===== config.mk =====
export PLATFORM = sky130hd
export DESIGN_NAME = buzzer_pattern_player_unit
export DESIGN_NICKNAME = d
export VERILOG_FILES = /design/src/hw/rtl/bpp_pkg.sv /design/src/hw/rtl/buzzer_pattern_player_unit.sv /design/src/hw/rtl/bpp_queue.sv
export SDC_FILE = /design/constraint.sdc
export NUM_CORES = 1
export LEC_CHECK = 0
export ABC_AREA = 1
export BUFFER_PORTS_ARGS = -buffer_cell sky130_fd_sc_hd__buf_2
export CORE_ASPECT_RATIO = 1.5
export CORE_MARGIN = 10
export CORE_UTILIZATION = 62
export DETAILED_ROUTE_END_ITERATION = 12
export PLACE_DENSITY = 0.83
export SYNTH_ARGS = -nofsm -noshare
export SYNTH_HDL_FRONTEND = slang
export SYNTH_SLANG_ARGS = --single-unit

===== constraint.sdc =====
create_clock -name clk -period 4.2 [get_ports clk]
set_input_delay 0.84 -clock clk [delete_from_list [all_inputs] [get_ports clk]]
set_output_delay 0.84 -clock clk [all_outputs]
set_load 0.03 [all_outputs]

===== src/hw/rtl/bpp_pkg.sv =====
// buzzer pattern player: shared types and constants
// request and result payloads, queue entry layout, opcodes
// no dependencies
`timescale 1ns / 1ps

package bpp_pkg;

	localparam logic [1:0] OP_TICK    = 2'd0;
	localparam logic [1:0] OP_ENQUEUE = 2'd1;
	localparam logic [1:0] OP_CLEAR   = 2'd2;

	localparam int unsigned PATTERN_W = 32;
	localparam int unsigned COUNT_W   = 8;
	localparam int unsigned PERIOD_W  = 6;

	localparam logic [PERIOD_W-1:0] PERIOD_MAX = 6'd32;

	typedef struct packed {
		logic [1:0]           opcode;
		logic [PATTERN_W-1:0] pattern;
		logic [COUNT_W-1:0]   repeat_count;
		logic [COUNT_W-1:0]   slice_count;
		logic                 beep_enable;
	} item_t;

	typedef struct packed {
		logic buzzer_level;
		logic busy_res;
		logic dropped_oldest;
	} result_t;

	// one queued alarm, already sanitized: repeats 1..255, period 1..32
	typedef struct packed {
		logic [PATTERN_W-1:0] pattern;
		logic [COUNT_W-1:0]   repeats;
		logic [PERIOD_W-1:0]  period;
		logic                 beep;
	} entry_t;

endpackage


===== src/hw/rtl/buzzer_pattern_player_unit.sv =====
// buzzer pattern player top level
// request register, single-pass control logic, result register, alarm ring
// depends on bpp_pkg and bpp_queue
`timescale 1ns / 1ps

// Usage
//   item channel (item_valid / item_stall / item): one request per transfer,
//   opcode tick, enqueue alarm or clear. Every request yields exactly one
//   result on the result channel (result_valid / result_stall / result):
//   pin level, busy flag and the dropped-oldest flag of that request.
//   cfg channel (cfg_valid / cfg_ready / cfg_data): pin polarity, written
//   while no request is in flight; cfg_ready is always high.
//   Data path: an accepted request is registered in the request register,
//   evaluated combinationally, and its result is registered in the result
//   register, from which the receiver takes it.
//   Throughput: one request per cycle without result stalls, set by the
//   single evaluation stage between the request and result registers.
//   When the receiver stalls, the result register holds; the request
//   register still takes one more request, then item_stall rises.
//   Reset (arst_n low) empties the queue, stops playback, silences the pin
//   and sets polarity to active high. Queue entries are not cleared.

module buzzer_pattern_player_unit #(
	parameter int unsigned QUEUE_DEPTH = 8
) (
	input  logic             clk,
	input  logic             arst_n,
	input  logic             item_valid,
	output logic             item_stall,
	input  bpp_pkg::item_t   item,
	output logic             result_valid,
	input  logic             result_stall,
	output bpp_pkg::result_t result,
	input  logic             cfg_valid,
	output logic             cfg_ready,
	input  logic             cfg_data
);

	localparam int unsigned IDX_W = $clog2(QUEUE_DEPTH);
	localparam logic [IDX_W-1:0] IDX_LAST = IDX_W'(QUEUE_DEPTH - 1);

	function automatic logic [IDX_W-1:0] ring_next(input logic [IDX_W-1:0] idx);
		ring_next = (idx == IDX_LAST) ? '0 : idx + IDX_W'(1);
	endfunction

	// request stage
	logic           valid_s1;
	bpp_pkg::item_t item_s1;
	logic           advance;

	// result register
	logic             res_valid_q;
	bpp_pkg::result_t res_q;
	bpp_pkg::result_t res_nxt;

	// player state
	logic [IDX_W-1:0]             wr_idx_q, wr_idx_n;
	logic [IDX_W-1:0]             rd_idx_q, rd_idx_n;
	logic                         playing_q, playing_n;
	logic [bpp_pkg::PATTERN_W-1:0] saved_q, saved_n;
	logic [bpp_pkg::PATTERN_W-1:0] shift_q, shift_n;
	logic [bpp_pkg::PERIOD_W-1:0] slices_q, slices_n;
	logic [bpp_pkg::COUNT_W-1:0]  repeats_q, repeats_n;
	logic [bpp_pkg::PERIOD_W-1:0] period_q, period_n;
	logic                         beep_q, beep_n;
	logic                         sound_q, sound_n;
	logic                         active_high_q;

	// queue interface
	logic             q_we;
	logic [IDX_W-1:0] q_rd_addr;
	bpp_pkg::entry_t  q_rd_entry;
	bpp_pkg::entry_t  new_entry;

	assign advance    = valid_s1 && (!res_valid_q || !result_stall);
	assign item_stall = valid_s1 && res_valid_q && result_stall;
	assign cfg_ready  = 1'b1;

	always_ff @(posedge clk or negedge arst_n) begin
		if (!arst_n) begin
			valid_s1 <= 1'b0;
		end else if (item_valid && !item_stall) begin
			valid_s1 <= 1'b1;
		end else if (advance) begin
			valid_s1 <= 1'b0;
		end
	end

	always_ff @(posedge clk) begin
		if (item_valid && !item_stall) begin
			item_s1 <= item;
		end
	end

	always_ff @(posedge clk or negedge arst_n) begin
		if (!arst_n) begin
			active_high_q <= 1'b1;
		end else if (cfg_valid && cfg_ready) begin
			active_high_q <= cfg_data;
		end
	end

	// sanitized form of an enqueued alarm
	always_comb begin
		new_entry.pattern = item_s1.pattern;
		new_entry.repeats = (item_s1.repeat_count == '0) ?
			bpp_pkg::COUNT_W'(1) : item_s1.repeat_count;
		if ((item_s1.slice_count == '0) ||
				(item_s1.slice_count > bpp_pkg::COUNT_W'(bpp_pkg::PERIOD_MAX))) begin
			new_entry.period = bpp_pkg::PERIOD_MAX;
		end else begin
			new_entry.period = item_s1.slice_count[bpp_pkg::PERIOD_W-1:0];
		end
		new_entry.beep = item_s1.beep_enable;
	end

	always_comb begin
		logic                         load_en;
		bpp_pkg::entry_t              load_entry;
		logic [bpp_pkg::PERIOD_W-1:0] slices_inc;
		logic [bpp_pkg::COUNT_W-1:0]  repeats_dec;
		logic                         dropped;

		wr_idx_n    = wr_idx_q;
		rd_idx_n    = rd_idx_q;
		playing_n   = playing_q;
		saved_n     = saved_q;
		shift_n     = shift_q;
		slices_n    = slices_q;
		repeats_n   = repeats_q;
		period_n    = period_q;
		beep_n      = beep_q;
		sound_n     = sound_q;
		q_we        = 1'b0;
		load_en     = 1'b0;
		load_entry  = q_rd_entry;
		dropped     = 1'b0;
		slices_inc  = slices_q + bpp_pkg::PERIOD_W'(1);
		repeats_dec = (repeats_q != '0) ? repeats_q - bpp_pkg::COUNT_W'(1) : repeats_q;

		case (item_s1.opcode)
			bpp_pkg::OP_ENQUEUE: begin
				if (ring_next(wr_idx_q) == rd_idx_q) begin
					rd_idx_n = ring_next(rd_idx_q);
					dropped  = 1'b1;
				end
				q_we     = 1'b1;
				wr_idx_n = ring_next(wr_idx_q);
				// idle means an empty ring, so the head is the alarm just written
				if (!playing_q) begin
					load_en    = 1'b1;
					load_entry = new_entry;
				end
			end
			bpp_pkg::OP_TICK: begin
				if (!playing_q) begin
					if (wr_idx_q == rd_idx_q) begin
						sound_n = 1'b0;
					end else begin
						load_en = 1'b1;
					end
				end else begin
					sound_n = shift_q[0] && beep_q;
					shift_n = shift_q >> 1;
					if (slices_inc >= period_q) begin
						slices_n  = '0;
						repeats_n = repeats_dec;
						if (repeats_dec != '0) begin
							shift_n = saved_q;
						end else begin
							playing_n = 1'b0;
							sound_n   = 1'b0;
							if (wr_idx_q != rd_idx_q) begin
								load_en = 1'b1;
							end
						end
					end else begin
						slices_n = slices_inc;
					end
				end
			end
			bpp_pkg::OP_CLEAR: begin
				wr_idx_n  = '0;
				rd_idx_n  = '0;
				playing_n = 1'b0;
				sound_n   = 1'b0;
			end
			default: begin
			end
		endcase

		if (load_en) begin
			saved_n   = load_entry.pattern;
			shift_n   = load_entry.pattern;
			repeats_n = load_entry.repeats;
			period_n  = load_entry.period;
			beep_n    = load_entry.beep;
			slices_n  = '0;
			playing_n = 1'b1;
			rd_idx_n  = ring_next(rd_idx_n);
		end

		res_nxt.buzzer_level   = sound_n ^ ~active_high_q;
		res_nxt.busy_res       = playing_n || (wr_idx_n != rd_idx_n);
		res_nxt.dropped_oldest = dropped;
	end

	always_ff @(posedge clk or negedge arst_n) begin
		if (!arst_n) begin
			wr_idx_q  <= '0;
			rd_idx_q  <= '0;
			playing_q <= 1'b0;
			saved_q   <= '0;
			shift_q   <= '0;
			slices_q  <= '0;
			repeats_q <= '0;
			period_q  <= bpp_pkg::PERIOD_MAX;
			beep_q    <= 1'b1;
			sound_q   <= 1'b0;
		end else if (advance) begin
			wr_idx_q  <= wr_idx_n;
			rd_idx_q  <= rd_idx_n;
			playing_q <= playing_n;
			saved_q   <= saved_n;
			shift_q   <= shift_n;
			slices_q  <= slices_n;
			repeats_q <= repeats_n;
			period_q  <= period_n;
			beep_q    <= beep_n;
			sound_q   <= sound_n;
		end
	end

	always_ff @(posedge clk or negedge arst_n) begin
		if (!arst_n) begin
			res_valid_q <= 1'b0;
		end else if (advance) begin
			res_valid_q <= 1'b1;
		end else if (!result_stall) begin
			res_valid_q <= 1'b0;
		end
	end

	always_ff @(posedge clk) begin
		if (advance) begin
			res_q <= res_nxt;
		end
	end

	assign result_valid = res_valid_q;
	assign result       = res_q;

	// head read always follows the read index that is about to be current
	assign q_rd_addr = advance ? rd_idx_n : rd_idx_q;

	bpp_queue #(
		.QUEUE_DEPTH(QUEUE_DEPTH)
	) u_queue (
		.clk      (clk),
		.wr_en    (q_we && advance),
		.wr_addr  (wr_idx_q),
		.wr_entry (new_entry),
		.rd_addr  (q_rd_addr),
		.rd_entry (q_rd_entry)
	);

endmodule


===== src/hw/rtl/bpp_queue.sv =====
// buzzer pattern player: alarm ring storage
// one write port, one registered read port with write-through on the same address
// depends on bpp_pkg
`timescale 1ns / 1ps

module bpp_queue #(
	parameter int unsigned QUEUE_DEPTH = 8
) (
	input  logic                           clk,
	input  logic                           wr_en,
	input  logic [$clog2(QUEUE_DEPTH)-1:0] wr_addr,
	input  bpp_pkg::entry_t                wr_entry,
	input  logic [$clog2(QUEUE_DEPTH)-1:0] rd_addr,
	output bpp_pkg::entry_t                rd_entry
);

	bpp_pkg::entry_t mem [QUEUE_DEPTH];
	bpp_pkg::entry_t rd_q;

	always_ff @(posedge clk) begin
		if (wr_en) begin
			mem[wr_addr] <= wr_entry;
		end
	end

	// read data tracks the head; a write to the head address shows up at once
	always_ff @(posedge clk) begin
		if (wr_en && (wr_addr == rd_addr)) begin
			rd_q <= wr_entry;
		end else begin
			rd_q <= mem[rd_addr];
		end
	end

	assign rd_entry = rd_q;

endmodule


==> results.sh <==
export IMPL_synth_nets=2054
export IMPL_period_share=0.835
export IMPL_seq_area_sq_um=15400
export IMPL_synth_compound_area_frac=0.0695
export IMPL_synthAdderAreaFrac=0.00962
export IMPL_synth_top_family_by_area="simple AND/OR/NAND/NOR gates"
export IMPL_synthCells=1980
export IMPL_cts_setup_buffers=0
export IMPL_numCtsBuffers=47
export IMPL_seq_area_frac_synth=0.695
export IMPL_synth_edf_count=430
export IMPL_io_pins=63
export IMPL_cts_resized=0
export IMPL_drt_pass1_iterations=6
export IMPL_crit_type="reg2reg"
export IMPL_routed_wl_um=50000
export IMPL_drcViolationCount=0
export IMPL_dp_hpwl_um=29400
export IMPL_n_fill_cell=2365
export IMPL_synthFlopType="edfxtp_1"
export IMPL_post_drt_wl_per_cell_um=19.9
export IMPL_clk_pin_slew_ps=60
export IMPL_worstHoldPathType="in2async"
export IMPL_leakagePower_nw=9.33
export IMPL_skew_ps=12.5
export IMPL_period_needed_ps=3510
export IMPL_floorplan_initialDensity=0.628
export IMPL_drv_slew=0
export IMPL_max_slew_margin=0.230
export IMPL_antenna_cells=0
export IMPL_drtIter0Drc=1629
export IMPL_gr_usage_all_layers=0.225
export IMPL_maxCapViolations=0
export IMPL_final_nets=2071
export IMPL_post_synth_and_or_nand_nor_area_fraction=0.179
export IMPL_crit_path_end_kind="register"
export IMPL_grt_max_degree=93
export IMPL_die_width_um=174
export IMPL_layout_drive_gt1_share=0.104
export IMPL_cp_max_fo=53
export IMPL_holdWs_ps=352
export IMPL_ctsHoldBuffers=0
export IMPL_multi_input_area_sq_um=5880
export IMPL_num_rows=84
export IMPL_synth_cell_types=48
export IMPL_num_vias=15000
export IMPL_fin_util=0.691
export IMPL_syn_to_final_growth_pct=9.92
export IMPL_synth_avg_cell_area_sq_um=11.2
export IMPL_ir_drop_mv=0.448
export IMPL_vias_per_cell=6.00
export IMPL_pre_cts_ws_ps=740
export IMPL_grt_pass1_vias=15000
export IMPL_place_gp_congestion=0.949
export IMPL_core_area_sq_um=35200
export IMPL_cp_arrival_ps=3930
export IMPL_worst_pin_slew_ps=1150
export IMPL_fin_tns_setup_ps=0
export IMPL_outcome="finished clean"
export IMPL_clk_latency_ps=560
export IMPL_synthMuxAreaShare=0.000905
export IMPL_ys_ff_latch=529
export IMPL_antenna_found_initial=0
export IMPL_antenna_left=0
export IMPL_setup_viol_count_final=0
export IMPL_rsz0062_at_grt="false"
export IMPL_grt_pass1_wl_um=79000
export IMPL_gr_total_overflow=0
export IMPL_cts_root_buf="clkbuf_16"
export IMPL_h_tree_depth=2
export IMPL_die_area_sq_um=43800
export IMPL_io_buffer_count=61
export IMPL_syn_area_sq_um=22100
export IMPL_fmax_mhz=285
export IMPL_cts_sinks=529
export IMPL_cts_buffer_depth=3
export IMPL_cts_tree="done"
export IMPL_die_y_um=251
export IMPL_finalHoldViolations=0
export IMPL_synth_warnings=0
export IMPL_yosys_area_share_xor_xnor=0.00356
export IMPL_cp_data_required_time_ps=4620
export IMPL_setup_ws_ps=693
export IMPL_power_density_nw_per_um2=643
export IMPL_start_kind="register"
export IMPL_synthArstFlopShare=0.181
## power breakdown
group          internal, mW  switching (mW)
clock                  2.19            1.84
sequential             6.23           0.409
combinational          1.52            3.43
## routing by layer
metal  wire [um]  GRT usage
met1       18900      0.273
met5           0          0
met2       25700      0.386
met4        2150      0.119
met3        3260     0.0299
## state kept, by name, indices dropped and copies added, names as in the netlist, 3 cells and up, named ones only
name,cells
period_q,6
slices_q,6
repeats_q,8
u_queue.mem,376
rd_idx_q,3
item_s1,51
shift_q,32
wr_idx_q,3
result,3
saved_q,32
## stage by stage
step                instance area [sq um]  power (mW)  cells
floorplan                           22100        10.2   1980
global placement                    22900        11.4   2421
detailed placement                  22900        11.6   2421
CTS                                 24300        15.6   2507
global route                        24300        16.5   2507
finish                              24300        15.6   2507
## area by class of cell
cell class,count,area share
Clock inverter,31,0.00895
Tap cell,473,0.0243
Clock buffer,55,0.0496
Multi-Input combinational cell,1232,0.242
Timing Repair Buffer,91,0.0271
Sequential cell,529,0.633
Inverter,96,0.0151
## cell families after synthesis
kind of cell             after synthesis
buffers and inverters                219
XOR/XNOR                               9
AND/OR/NAND/NOR                      928
adder cells (fa/ha/maj)               17
AO/OA/AOI/OAI                        275
flip-flops                           529
other                                  1
multiplexers                           2
## cells in the final DEF (no fill, tap or decap), types with 5 or more instances in the layout
master / instances
xor2_1: 6
inv_2: 10
nor2_2: 7
o21ai_1: 49
clkinv_1: 9
nor2_1: 67
clkbuf_1: 8
a221oi_1: 10
buf_4: 21
nand2_1: 525
clkinv_2: 12
dfrtp_1: 93
buf_2: 60
clkbuf_16: 47
inv_6: 5
nand3_1: 302
nor2_4: 10
inv_1: 83
edfxtp_1: 430
a21oi_1: 24
o221ai_1: 20
buf_12: 10
o21ai_2: 6
o21ai_0: 154
ha_1: 17
## path summary, 6_finish.rpt
path,start,to,slack (ps),cells past startpoint
min in group clk,cfg_valid,active_high_q,450,2
hold reg to reg,valid_s1,result_valid,480,2
max in group asynchronous,arst_n,saved_q[20],3050,2
setup / recovery,slices_q[0],saved_q[22],690,16
hold / removal,arst_n,repeats_q[5],350,1
setup reg to reg,slices_q[0],saved_q[22],690,16
## critical path, stage by stage (launching register included)
cell      delay (ps)
dfrtp_1          410
ha_1             240
nand3_1          100
xor2_1           160
inv_1             80
ha_1             290
nand4_1           70
o21bai_1         160
nand2_1          240
nand3_2          170
nand2_4          130
nand2_4           70
inv_6            310
nand2_4          410
buf_4            340
nand2_1           80
o21ai_1           60
## cells in the mapped netlist, types with 2 or more instances
cell      instances  area [sq um]
buf_1            13          48.8
dfstp_2           3          78.8
dfrtp_1          93          2330
nand2_1         525          1970
inv_1            87           327
nand2_2           2          12.5
buf_4             5          37.5
nor2_2            7          43.8
buf_6             7          78.8
o21ai_1          49           245
o221ai_1         20           175
dfxtp_1           3          60.1
nand4_1           3          18.8
a221oi_1         10          87.6
mux2i_1           2          20.0
nor3_1            3          15.0
nand3_1         302          1510
clkbuf_1         83           312
a31oi_1           2          12.5
o21ai_2           6          52.6
o22ai_1           2          12.5
edfxtp_1        430         12900
a21oi_1          24           120
ha_1             17           213
xor2_1            6          52.6
buf_2            15          75.1
xnor2_1           3          26.3
inv_2             7          26.3
nor2_4            2          22.5
nor2_1           75           282
nand3_2           2          20.0
o21ai_0         154           771
nand2_4           3          33.8
Note: power is estimated with default switching activity, not from simulation.
